--- config.mk ---
export PLATFORM = sky130hd
export DESIGN_NAME = encoder_speed_p_controller
export DESIGN_NICKNAME = d
export VERILOG_FILES = /design/src/rtl/espc_pkg.sv /design/src/rtl/espc_speed.sv /design/src/rtl/encoder_speed_p_controller.sv
export SDC_FILE = /design/constraint.sdc
export NUM_CORES = 2
export LEC_CHECK = 0
export ABC_AREA = 1
export BUFFER_PORTS_ARGS = -buffer_cell sky130_fd_sc_hd__clkbuf_2
export CAP_MARGIN = 10
export CORE_MARGIN = 2
export CORE_UTILIZATION = 30
export CTS_BUF_LIST = sky130_fd_sc_hd__clkbuf_16
export CTS_CLUSTER_DIAMETER = 120
export CTS_CLUSTER_SIZE = 12
export DETAILED_ROUTE_END_ITERATION = 7
export GPL_TIMING_DRIVEN = 0
export PLACE_DENSITY = 0.54
export SLEW_MARGIN = 40
export SYNTH_ARGS = -nofsm -noshare
export SYNTH_HDL_FRONTEND = slang
export SYNTH_SLANG_ARGS = --single-unit
export TNS_END_PERCENT = 30
--- constraint.sdc ---
create_clock -name i_clk -period 7.26 [get_ports i_clk]
set_input_delay 1.815 -clock i_clk [delete_from_list [all_inputs] [get_ports i_clk]]
set_output_delay 1.815 -clock i_clk [all_outputs]
set_load 0.02 [all_outputs]
--- src/rtl/espc_pkg.sv ---
// Package: word types and constants for the encoder speed P controller.
`default_nettype none

package espc_pkg;

    typedef struct packed {
        logic        func;
        logic [31:0] now_us;
    } t_in_word;

    typedef struct packed {
        logic [7:0]  pwm_duty;
        logic        drive_forward;
        logic        drive_reverse;
        logic [14:0] measured_speed;
        logic [31:0] pulse_total;
    } t_out_word;

    typedef enum logic [1:0] {
        REG_TARGET  = 2'd0,
        REG_GAIN    = 2'd1,
        REG_TIMEOUT = 2'd2,
        REG_DPP     = 2'd3
    } t_reg_idx;

    localparam logic       FUNC_PULSE = 1'b0;

    localparam int         MS_W  = 23;
    localparam int         DVD_W = 42;

    localparam logic [5:0] DIV_A_LAST = 6'd31;
    localparam logic [5:0] DIV_B_LAST = 6'd25;

    localparam logic [MS_W-1:0] MS_PER_S   = 23'd1000;
    localparam logic [14:0]     SPEED_MAX  = 15'd32767;
    localparam logic [23:0]     DEAD_ZONE  = 24'd30;
    localparam logic [23:0]     DUTY_LIMIT = 24'd200;
    localparam logic [7:0]      DUTY_MAX   = 8'd200;

    localparam logic [30:0] TIMEOUT_RST = 31'd100000;
    localparam logic [31:0] DPP_RST     = 32'd65536;

endpackage

`default_nettype wire

--- src/rtl/espc_speed.sv ---
// Bit-serial speed unit: period/1000, then 1000*dist_per_pulse/ms >> 16, saturated.
`default_nettype none

module espc_speed
    import espc_pkg::*;
(
    input  wire logic        i_clk,
    input  wire logic        i_rst_n,
    input  wire logic        i_start,
    input  wire logic [31:0] i_period,
    input  wire logic [31:0] i_dpp,
    output logic             o_busy,
    output logic             o_done,
    output logic [14:0]      o_speed
);

    typedef enum logic [2:0] {
        SP_IDLE,
        SP_DIVA,
        SP_MID,
        SP_DIVB,
        SP_FIN
    } t_sp_state;

    t_sp_state        r_state;
    logic [MS_W-1:0]  r_rem;
    logic [DVD_W-1:0] r_dvd;
    logic [MS_W-1:0]  r_dsr;
    logic [MS_W-1:0]  r_quo;
    logic [5:0]       r_cnt;
    logic             r_ovf;

    logic [MS_W:0]    w_trial;
    logic             w_ge;
    logic [MS_W:0]    w_diff;
    logic [MS_W-1:0]  w_rem;
    logic [DVD_W-1:0] w_dpp_k;

    assign w_trial = {r_rem, r_dvd[DVD_W-1]};
    assign w_ge    = w_trial >= {1'b0, r_dsr};
    assign w_diff  = w_trial - {1'b0, r_dsr};
    assign w_rem   = w_ge ? w_diff[MS_W-1:0] : w_trial[MS_W-1:0];

    // 1000 = 1024 - 16 - 8
    assign w_dpp_k = {i_dpp, 10'd0} - {6'd0, i_dpp, 4'd0} - {7'd0, i_dpp, 3'd0};

    always_ff @(posedge i_clk) begin
        if (!i_rst_n) begin
            r_state <= SP_IDLE;
            r_cnt   <= '0;
            r_ovf   <= 1'b0;
        end else begin
            unique case (r_state)
                SP_IDLE: begin
                    if (i_start) begin
                        r_rem   <= '0;
                        r_dvd   <= {i_period, 10'd0};
                        r_dsr   <= MS_PER_S;
                        r_quo   <= '0;
                        r_cnt   <= DIV_A_LAST;
                        r_ovf   <= 1'b0;
                        r_state <= SP_DIVA;
                    end
                end
                SP_DIVA: begin
                    r_rem <= w_rem;
                    r_dvd <= {r_dvd[DVD_W-2:0], 1'b0};
                    r_quo <= {r_quo[MS_W-2:0], w_ge};
                    r_cnt <= r_cnt - 6'd1;
                    if (r_cnt == '0) begin
                        r_state <= SP_MID;
                    end
                end
                SP_MID: begin
                    if (r_quo == '0) begin
                        r_ovf   <= 1'b1;
                        r_state <= SP_FIN;
                    end else begin
                        r_rem   <= '0;
                        r_dvd   <= w_dpp_k;
                        r_dsr   <= r_quo;
                        r_quo   <= '0;
                        r_cnt   <= DIV_B_LAST;
                        r_state <= SP_DIVB;
                    end
                end
                SP_DIVB: begin
                    r_rem <= w_rem;
                    r_dvd <= {r_dvd[DVD_W-2:0], 1'b0};
                    r_quo <= {r_quo[MS_W-2:0], w_ge};
                    r_ovf <= r_ovf | r_quo[14];
                    r_cnt <= r_cnt - 6'd1;
                    if (r_cnt == '0) begin
                        r_state <= SP_FIN;
                    end
                end
                SP_FIN: begin
                    r_state <= SP_IDLE;
                end
                default: begin
                    r_state <= SP_IDLE;
                end
            endcase
        end
    end

    assign o_busy  = (r_state != SP_IDLE);
    assign o_done  = (r_state == SP_FIN);
    assign o_speed = r_ovf ? SPEED_MAX : r_quo[14:0];

endmodule

`default_nettype wire

--- src/rtl/encoder_speed_p_controller.sv ---
// Top level: encoder pulse bookkeeping, speed measurement and P drive control.
// Sequence: an accepted word goes to S_CHECK; when speed reads zero, a pulse
// moves on to S_DONE and a control update through S_MULT and S_CTRL to S_DONE.
// Otherwise S_SPEED first waits on the 32-step and 26-step bit-serial
// divisions in espc_speed (only the first under 1 ms). A waiting result does
// not block the next accept. Reset: synchronous active low, clears state and
// loads register defaults (timeout 100000 us, distance per pulse 1.0).
`default_nettype none

module encoder_speed_p_controller
    import espc_pkg::*;
(
    input  wire logic        i_clk,
    input  wire logic        i_rst_n,
    input  wire logic        i_in_valid,
    output logic             o_in_ready,
    input  wire t_in_word    i_in_word,
    output logic             o_out_valid,
    input  wire logic        i_out_ready,
    output t_out_word        o_out_word,
    input  wire logic        i_cfg_we,
    input  wire logic [1:0]  i_cfg_index,
    input  wire logic [31:0] i_cfg_data
);

    typedef enum logic [2:0] {
        S_IDLE,
        S_CHECK,
        S_SPEED,
        S_MULT,
        S_CTRL,
        S_DONE
    } t_state;

    t_state       r_state;
    logic [15:0]  r_target;
    logic [15:0]  r_gain;
    logic [30:0]  r_timeout;
    logic [31:0]  r_dpp;
    logic [31:0]  r_last;
    logic [31:0]  r_period;
    logic [31:0]  r_counter;
    logic [9:0]   r_drive;
    logic         r_func;
    logic [31:0]  r_now;
    logic [14:0]  r_speed;
    logic         r_neg;
    logic [31:0]  r_prod;
    logic         r_out_valid;
    t_out_word    r_out_word;

    logic         w_in_acc;
    logic [31:0]  w_age;
    logic         w_zero;
    logic         w_spd_start;
    logic         w_spd_busy;
    logic         w_spd_done;
    logic [14:0]  w_spd;
    logic [16:0]  w_err;
    logic [15:0]  w_mag;
    logic [23:0]  w_act;

    assign w_in_acc    = i_in_valid && o_in_ready;
    assign w_age       = r_now - r_last;
    assign w_zero      = (r_period == '0) || (w_age > {1'b0, r_timeout});
    assign w_spd_start = (r_state == S_CHECK) && !w_zero;
    assign w_err       = {r_target[15], r_target} - {2'b00, r_speed};
    assign w_mag       = w_err[16] ? 16'(-w_err) : w_err[15:0];
    assign w_act       = r_prod[31:8];

    espc_speed u_speed (
        .i_clk    (i_clk),
        .i_rst_n  (i_rst_n),
        .i_start  (w_spd_start),
        .i_period (r_period),
        .i_dpp    (r_dpp),
        .o_busy   (w_spd_busy),
        .o_done   (w_spd_done),
        .o_speed  (w_spd)
    );

    always_ff @(posedge i_clk) begin
        if (!i_rst_n) begin
            r_target  <= '0;
            r_gain    <= '0;
            r_timeout <= TIMEOUT_RST;
            r_dpp     <= DPP_RST;
        end else if (i_cfg_we) begin
            unique case (t_reg_idx'(i_cfg_index))
                REG_TARGET:  r_target  <= i_cfg_data[15:0];
                REG_GAIN:    r_gain    <= i_cfg_data[15:0];
                REG_TIMEOUT: r_timeout <= i_cfg_data[30:0];
                REG_DPP:     r_dpp     <= i_cfg_data;
                default:     r_dpp     <= r_dpp;
            endcase
        end
    end

    always_ff @(posedge i_clk) begin
        if (!i_rst_n) begin
            r_state     <= S_IDLE;
            r_last      <= '0;
            r_period    <= '0;
            r_counter   <= '0;
            r_drive     <= '0;
            r_out_valid <= 1'b0;
        end else begin
            if (r_out_valid && i_out_ready && (r_state != S_DONE)) begin
                r_out_valid <= 1'b0;
            end
            unique case (r_state)
                S_IDLE: begin
                    if (w_in_acc) begin
                        r_func <= i_in_word.func;
                        r_now  <= i_in_word.now_us;
                        if (i_in_word.func == FUNC_PULSE) begin
                            r_period  <= i_in_word.now_us - r_last;
                            r_last    <= i_in_word.now_us;
                            r_counter <= r_counter + 32'd1;
                        end
                        r_state <= S_CHECK;
                    end
                end
                S_CHECK: begin
                    if (w_zero) begin
                        r_speed <= '0;
                        r_state <= (r_func == FUNC_PULSE) ? S_DONE : S_MULT;
                    end else begin
                        r_state <= S_SPEED;
                    end
                end
                S_SPEED: begin
                    if (w_spd_done) begin
                        r_speed <= w_spd;
                        r_state <= (r_func == FUNC_PULSE) ? S_DONE : S_MULT;
                    end
                end
                S_MULT: begin
                    r_neg   <= w_err[16];
                    r_prod  <= w_mag * r_gain;
                    r_state <= S_CTRL;
                end
                S_CTRL: begin
                    if (w_act >= DEAD_ZONE) begin
                        r_drive <= {r_neg, !r_neg,
                                    (w_act > DUTY_LIMIT) ? DUTY_MAX : w_act[7:0]};
                    end else begin
                        r_drive <= '0;
                    end
                    r_state <= S_DONE;
                end
                S_DONE: begin
                    if (!r_out_valid || i_out_ready) begin
                        r_out_valid                   <= 1'b1;
                        r_out_word.pwm_duty           <= r_drive[7:0];
                        r_out_word.drive_forward      <= r_drive[8];
                        r_out_word.drive_reverse      <= r_drive[9];
                        r_out_word.measured_speed     <= r_speed;
                        r_out_word.pulse_total        <= r_counter;
                        r_state                       <= S_IDLE;
                    end
                end
                default: begin
                    r_state <= S_IDLE;
                end
            endcase
        end
    end

    assign o_in_ready  = (r_state == S_IDLE);
    assign o_out_valid = r_out_valid;
    assign o_out_word  = r_out_word;

    a_idle_unit_free: assert property (@(posedge i_clk) disable iff (!i_rst_n)
        (r_state == S_IDLE) |-> !w_spd_busy)
        else $error("speed unit busy while accepting words");

    a_pulse_count: assert property (@(posedge i_clk) disable iff (!i_rst_n)
        (w_in_acc && i_in_word.func == FUNC_PULSE) |=> (r_counter == $past(r_counter) + 32'd1))
        else $error("pulse count not advanced");

    a_one_dir: assert property (@(posedge i_clk) disable iff (!i_rst_n)
        !(r_drive[8] && r_drive[9]))
        else $error("both bridge directions driven");

    a_off_zero: assert property (@(posedge i_clk) disable iff (!i_rst_n)
        (!r_drive[8] && !r_drive[9]) |-> (r_drive[7:0] == '0))
        else $error("duty nonzero with bridge off");

    a_duty_max: assert property (@(posedge i_clk) disable iff (!i_rst_n)
        r_drive[7:0] <= DUTY_MAX)
        else $error("duty above limit");

endmodule

`default_nettype wire
**Yosys cells after proc, flatten, opt, wreduce, memory -nomap -nowiden**

Index checks and enable logic that the tools add are counted.

- Output and inout port bits: 59
- Register bits after elaboration: 464
- Logic and storage cells: 138
- Input bits: 72

- $lt $le $gt $ge: 4
- Add/sub/neg operators: 9
- Muxes and demuxes: 38
- Reduce and logical (&&, ||, !) cells: 35
- Equal/unequal tests: 22
- $mul: 1
- Bitwise operators: 2

Operators with widths:

| operator | count |
|---|---|
| $pmux W23 S3 | 2 |
| $pmux W42 S3 | 1 |
| $mux W23 | 5 |
| $mux W42 | 2 |
| $sub A32 B32 Y32 | 2 |
| $pmux W23 S2 | 1 |
| $mux W15 | 3 |
| $sub A42 B35 Y42 | 1 |
| $sub A42 B36 Y42 | 1 |
| $add A32 B1 Y32 const B | 1 |
| $gt A32 B31 Y1 | 1 |
| $logic_not A32 Y1 | 1 |
| $mul A16 B16 Y32 | 1 |
| $pmux W15 S2 | 1 |
| $mux W3 | 9 |
| $ge A24 B23 Y1 | 1 |
| $ge A24 B5 Y1 const B | 1 |
| $gt A24 B8 Y1 const B | 1 |
| $logic_not A23 Y1 | 1 |
| $sub A23 B23 Y23 | 1 |
| $reduce_and A3 Y1 | 7 |
| $pmux W3 S6 | 1 |
| $pmux W6 S3 | 1 |
| $sub A16 B16 Y17 | 1 |
| 30 further kinds | 64 |

**Depth between registers and ports, before layout**

- Depth in word-level cells: 7
- Depth in mapped cells: 40
- Depth with buffers taken out: 40

**By module**

Synthesis repeated with hierarchy kept, for this count alone.

- Cell total of the unflattened synthesis: 4635
- Area total of the unflattened synthesis: 35932.0 um^2

By module, submodules not included:

| module | area an instance (um^2) | cells each | times used |
|---|---|---|---|
| encoder_speed_p_controller | 25433.1 | 3122 | 1 |
| espc_speed | 10498.8 | 1513 | 1 |

**Least setup slack after synthesis**

No wires, ideal clock.

- Path kind: reg-to-reg
- Start: register r_now[0]
- End: register u_speed.r_dvd[10] (enable)
- Required time: 6.731 ns
- Library setup time: 0.529 ns
- Cell stages (with the launch flop): 32
- Period minus slack after synthesis: 7.663 ns
- Arrival time: 7.134 ns
- Path slack: -0.403 ns
- Cell sequence: edfxtp_1 -> inv_1 -> ha_1 -> inv_1 -> fa_1 -> nand3_1 -> nand3_1 -> a21oi_1 -> o21ai_1 -> a21boi_1 -> o21ai_1 -> a21oi_1 -> o21ai_1 -> xor2_1 -> ha_1 -> nand2_1 -> nor2_1 -> nand2_1 -> nor2_1 -> nand2_1 -> nand3_1 -> nand2_1 -> nand2_1 -> nand2_1 -> nand2_1 -> nand2_1 -> nand2_1 -> nand2_1 -> nand3_2 -> nand2_4 -> nand3_2 -> nor2_1

- Cells in the longest elaborated chain, start to end: 7

RTL lines:

| item | RTL line | RTL |
|---|---|---|
| start, declared | encoder_speed_p_controller.sv:45 | `logic [31:0] r_now;` |
| start signal, assigned | encoder_speed_p_controller.sv:115 | `r_now <= i_in_word.now_us;` |
| $sub A32 B32 Y32 | encoder_speed_p_controller.sv:64 | `assign w_age = r_now - r_last;` |
| $gt A32 B31 Y1 | encoder_speed_p_controller.sv:65 | `assign w_zero = (r_period == '0) \|\| (w_age > {1'b0, r_timeout});` |
| $logic_or A1 B1 Y1 | encoder_speed_p_controller.sv:65 |  |
| $logic_not A1 Y1 | encoder_speed_p_controller.sv:66 | `assign w_spd_start = (r_state == S_CHECK) && !w_zero;` |
| $logic_and A1 B1 Y1 | encoder_speed_p_controller.sv:66 |  |
| $ne A2 B1 Y1 (no source line) | n/a |  |
| $reduce_and A4 Y1 (no source line) | n/a |  |
| end signal, assigned | espc_speed.sv:67 | `r_dvd <= {r_dvd[DVD_W-2:0], 1'b0};` |
| end signal, assigned | espc_speed.sv:80 | `r_dvd <= w_dpp_k;` |
| end signal, assigned | espc_speed.sv:89 | `r_dvd <= {r_dvd[DVD_W-2:0], 1'b0};` |
| end, declared | espc_speed.sv:27 | `logic [DVD_W-1:0] r_dvd;` |

Every way passes these cells.
A chain may end at the register's enable or synchronous reset.

**Worst setup path in the final report**

- Start: register r_speed[0]
- End: register r_prod[29], data pin

- Cells in the longest elaborated chain, start to end: 4

RTL lines:

| item | RTL line | RTL |
|---|---|---|
| start, declared | encoder_speed_p_controller.sv:46 | `logic [14:0] r_speed;` |
| start signal, assigned | encoder_speed_p_controller.sv:134 | `r_speed <= w_spd;` |
| $sub A16 B16 Y17 * | encoder_speed_p_controller.sv:67 | `assign w_err = {r_target[15], r_target} - {2'b00, r_speed};` |
| $neg A16 Y16 | encoder_speed_p_controller.sv:68 | `assign w_mag = w_err[16] ? 16'(-w_err) : w_err[15:0];` |
| $mux W16 * | encoder_speed_p_controller.sv:68 |  |
| $mul A16 B16 Y32 * | encoder_speed_p_controller.sv:140 | `r_prod <= w_mag * r_gain;` |
| end signal, assigned | encoder_speed_p_controller.sv:140 |  |
| end, declared | encoder_speed_p_controller.sv:48 | `logic [31:0] r_prod;` |

Every way passes the cells marked *; elsewhere a longest branch is shown, timed or not.

==> results.rst <==
.. list-table::
   :header-rows: 1

   * - Metric
     - Value
   * - DIE WIDTH
     - 345.3 µm
   * - Worst Max-Slew Pin Slew
     - about 0.91 ns
   * - Hold Fails Final Rpt
     - 0
   * - TritonCTS clock tree
     - yes
   * - Compound-gate portion of the synthesized area
     - between 10% and 20%
   * - Max stage delay on crit path
     - 0.61 ns
   * - Core area
     - around 120000 µm²
   * - Total Nets Final
     - approximately 5000
   * - Min setup slack post-route
     - -0.3948 ns
   * - Netlist area before placement
     - between 30000 and 40000 µm²
   * - IO Count
     - between 100 and 150
   * - Highest fanout seen on the critical path
     - 5
   * - Xor and xnor area share after synthesis
     - 2.918%
   * - Critical path type
     - register to register
   * - Total Wirelength
     - between 100000 and 150000 µm
   * - Cell chosen for the clock root
     - sky130_fd_sc_hd__clkbuf_16
   * - Vert. Die Dim
     - roughly 350 µm
   * - First drt pass iteration count
     - 5
   * - First DRT Iteration DRCs
     - about 2400
   * - Total via count in the routed design
     - a little over 30000
   * - Critical Path Source Type
     - register
   * - Adder and majority cell fraction of the synthesized area
     - between 20% and 30%
   * - Violated checks
     - negative setup slack
   * - Total leakage power
     - 17.70 nW
   * - Number of global-route vias before repair
     - approximately 29000
   * - Vias per cell
     - 4.979
   * - TritonCTS buffer count
     - 45
   * - Cells taking the most area after synthesis
     - sky130_fd_sc_hd__edfxtp_1, sky130_fd_sc_hd__fa_1, sky130_fd_sc_hd__dfxtp_1
   * - Count of buffers from port buffering
     - ~130
   * - Maximum level of the CTS H-tree
     - 2
   * - Status
     - complete, but fails checks
   * - Number of cell rows
     - about 130
   * - Share of post-route cells with drive strength above 1
     - 13.01%
   * - Antenna violations before repair
     - 10
   * - Effective utilization at floorplan
     - 30.15%
   * - Cell count after placement
     - between 5000 and 6000
   * - Main combinational cell family by area after synthesis
     - adder cells
   * - Worst path bufs/invs
     - 7
   * - Cell type with the highest aggregate area in the netlist
     - sky130_fd_sc_hd__edfxtp_1
   * - Max Clock Skew
     - between 0.04 and 0.05 ns
   * - Placed wire-length estimate
     - 91520 µm
   * - Critical Path RT
     - between 7 and 8 ns
   * - Maximum VDD drop
     - 0.2078 mV
   * - Nets in the synthesized netlist
     - between 4000 and 5000
   * - Wirelength per Cell
     - 18.87 µm
   * - Prevailing post-synth register cell
     - sky130_fd_sc_hd__edfxtp_1
   * - Number of nets with antenna violations after detailed routing
     - 0
   * - Syn avg cell area
     - a little over 8 µm²
   * - Count of antenna diodes in the layout
     - 0
   * - Hold-fix buffers at CTS
     - 0
   * - Part of the Yosys area used for sequential elements
     - 32.77%
   * - Layout Area Growth over Synthesis
     - 16.62%
   * - RSZ-0062 raised after global routing
     - true
   * - Cell with the largest stage delay on the worst path
     - sky130_fd_sc_hd__fa_2
   * - Clk_lat worst skew
     - approximately 0.63 ns
   * - Proportion of synthesized area in mux cells
     - 0%
   * - Clock-pin slew on the worst setup and hold paths
     - about 0.07 ns
   * - Max transition margin
     - between 30% and 40%
   * - Min Clock Period, post-route
     - ~7.7 ns
   * - Sink Count
     - ~450
   * - Area of the die
     - between 100000 and 150000 µm²
   * - Async set-reset flop share out of synthesis
     - 0%
   * - Number of flip-flops and latches in the synthesized netlist
     - about 450
   * - Total global routing overflow
     - 0
   * - Overall global routing resource usage
     - about a fifth
   * - Post-synth cell types
     - between 60 and 70
   * - CP Data Arrival Time
     - around 8.0 ns
   * - Ranking of synthesized cells by instance count
     - sky130_fd_sc_hd__inv_1, sky130_fd_sc_hd__nand2_1, sky130_fd_sc_hd__a21oi_1
   * - Path class of the lowest-slack min-delay path
     - register to register
   * - Largest net degree at the start of global routing
     - 19
   * - Family with the most delay on the worst path
     - adder cells
   * - Number of design rule violations left after detail routing
     - 0
   * - Number of slew-limit violations in the final report
     - 0
   * - Most frequently used cell type in the post-synthesis netlist
     - sky130_fd_sc_hd__inv_1
   * - F_max
     - about 0.13 GHz
   * - Design Power
     - roughly 0.013 W
   * - Number of cells in the finished layout apart from fillers
     - 6066
   * - Fillers
     - about 12000
   * - Power per cell area
     - about 320 nW/µm²
   * - Cells after Synth
     - approximately 4200
   * - Number of buffers on the longest clock path
     - 3
   * - Gpl congestion
     - between 0.9 and 1
   * - Top cell type's share of synthesized area
     - just over 20%
   * - Worst setup EP type
     - register
   * - Ratio of final minimum period to clock period
     - 105.4%
   * - EDFF count, synth
     - 238
   * - Final setup violating endpoints
     - 19
   * - Final sum of negative setup slack
     - -4.445 ns
   * - Number of synthesis warnings
     - 0
   * - First-pass GRT wire length
     - approximately 170000 µm
   * - MaxCap Viol Count
     - 0
   * - Fraction of the mapped netlist area in simple logic gates
     - between 15 and 20%
   * - Final cell utilization of the core
     - a little over a third
through the flow:
step / cell area (µm²) / hold slack, ns / worst slack [ns]
floorplan: 34950 / 0.4082 / 0.03020
global placement: 37500 / 0.4186 / -1.852
detailed placement: 37840 / 0.4173 / -1.330
CTS: 40360 / 0.4320 / -0.3285
global route: 40760 / 0.4381 / -0.7100
finish: 40760 / 0.4334 / -0.3948
report_power, final:
part | switching [W] | leakage (nW) | internal (W) | total [W]
Clock | 0.00109 | 0.764 | 0.00114 | 0.00223
Combinational | 0.00479 | 13.0 | 0.00282 | 0.00761
Sequential | 0.000172 | 3.91 | 0.00317 | 0.00334
Total | 0.00605 | 17.7 | 0.00712 | 0.0132
logic make-up after synthesis:
family	after synthesis
compound gates	941
xor+xnor	110
fa+ha+maj	503
buf+inv	827
flops	453
simple gates	1397
repair_timing:
item	4_1_cts	5_1_grt
pin swaps	85	39
gates cloned	1	0
setup buffers	60	16
gates resized for setup	169	62
endpoints found under the setup margin	23	23
registers in the layout (all words and copies together) (netlist names), 24 cells and up:
signal,flops
r_period,32
o_out_word,57
u_speed.r_dvd,39
r_now,32
r_counter,32
r_last,32
r_dpp,32
r_prod,24
r_timeout,31
worst register-to-register path, delay by kind of cell, from the launching register on:
| kind | cells | cell delay [ns] |
|---|---|---|
| adders and majority gates | 9 | 3.96 |
| and+or+nand+nor | 15 | 1.88 |
| buffers and inverters | 7 | 0.62 |
| DFF | 1 | 0.46 |
| AOI/OAI and AO/OA | 2 | 0.26 |
| xor gates and xnor gates | 1 | 0.24 |
cell type report:
| type | count | area (µm²) | area share (%) |
|---|---|---|---|
| inverters | 720 | 2753 | 6.754 |
| multi-input cells | 2952 | 21300 | 52.27 |
| plain buffers | 107 | 451.7 | 1.108 |
| clock buffers | 45 | 1126 | 2.763 |
| flip-flops and latches | 453 | 11450 | 28.10 |
| clock inverters | 39 | 212.7 | 0.5219 |
| repair buffers | 226 | 1553 | 3.810 |
| well taps | 1524 | 1907 | 4.679 |
worst paths after layout:
kind / slack, ns / from / depth (start not counted) / endpoint
min reg2reg: 0.43 / r_drive[7] / 0 / o_out_word[56]
max reg2reg: -0.39 / r_speed[0] / 34 / r_prod[29]
max: -0.39 / r_speed[0] / 34 / r_prod[29]
min: 0.43 / r_drive[7] / 0 / o_out_word[56]
per-layer routing:
layer	wire (µm)	vias up	part of all wire [%]	GRT usage (%)
li1	-	14530	-	-
met1	51200	14560	45	25.80
met2	51420	920	45	30.38
met3	8174	178	7.1	3.502
met4	3587	12	3.1	5.353
met5	65	-	0.057	0
placed cells by master, fill, tap and decap left out, types with 74 or more instances in the layout:
cell type / instances
sky130_fd_sc_hd__nor2_1: 381
sky130_fd_sc_hd__a21oi_1: 385
sky130_fd_sc_hd__clkbuf_2: 137
sky130_fd_sc_hd__clkbuf_1: 82
sky130_fd_sc_hd__nand2_1: 591
sky130_fd_sc_hd__nand3_1: 131
sky130_fd_sc_hd__o21ai_0: 306
sky130_fd_sc_hd__inv_1: 701
sky130_fd_sc_hd__edfxtp_1: 238
sky130_fd_sc_hd__ha_1: 259
sky130_fd_sc_hd__buf_4: 74
sky130_fd_sc_hd__dfxtp_1: 215
sky130_fd_sc_hd__fa_1: 207
(Power assumes the default switching activity.)
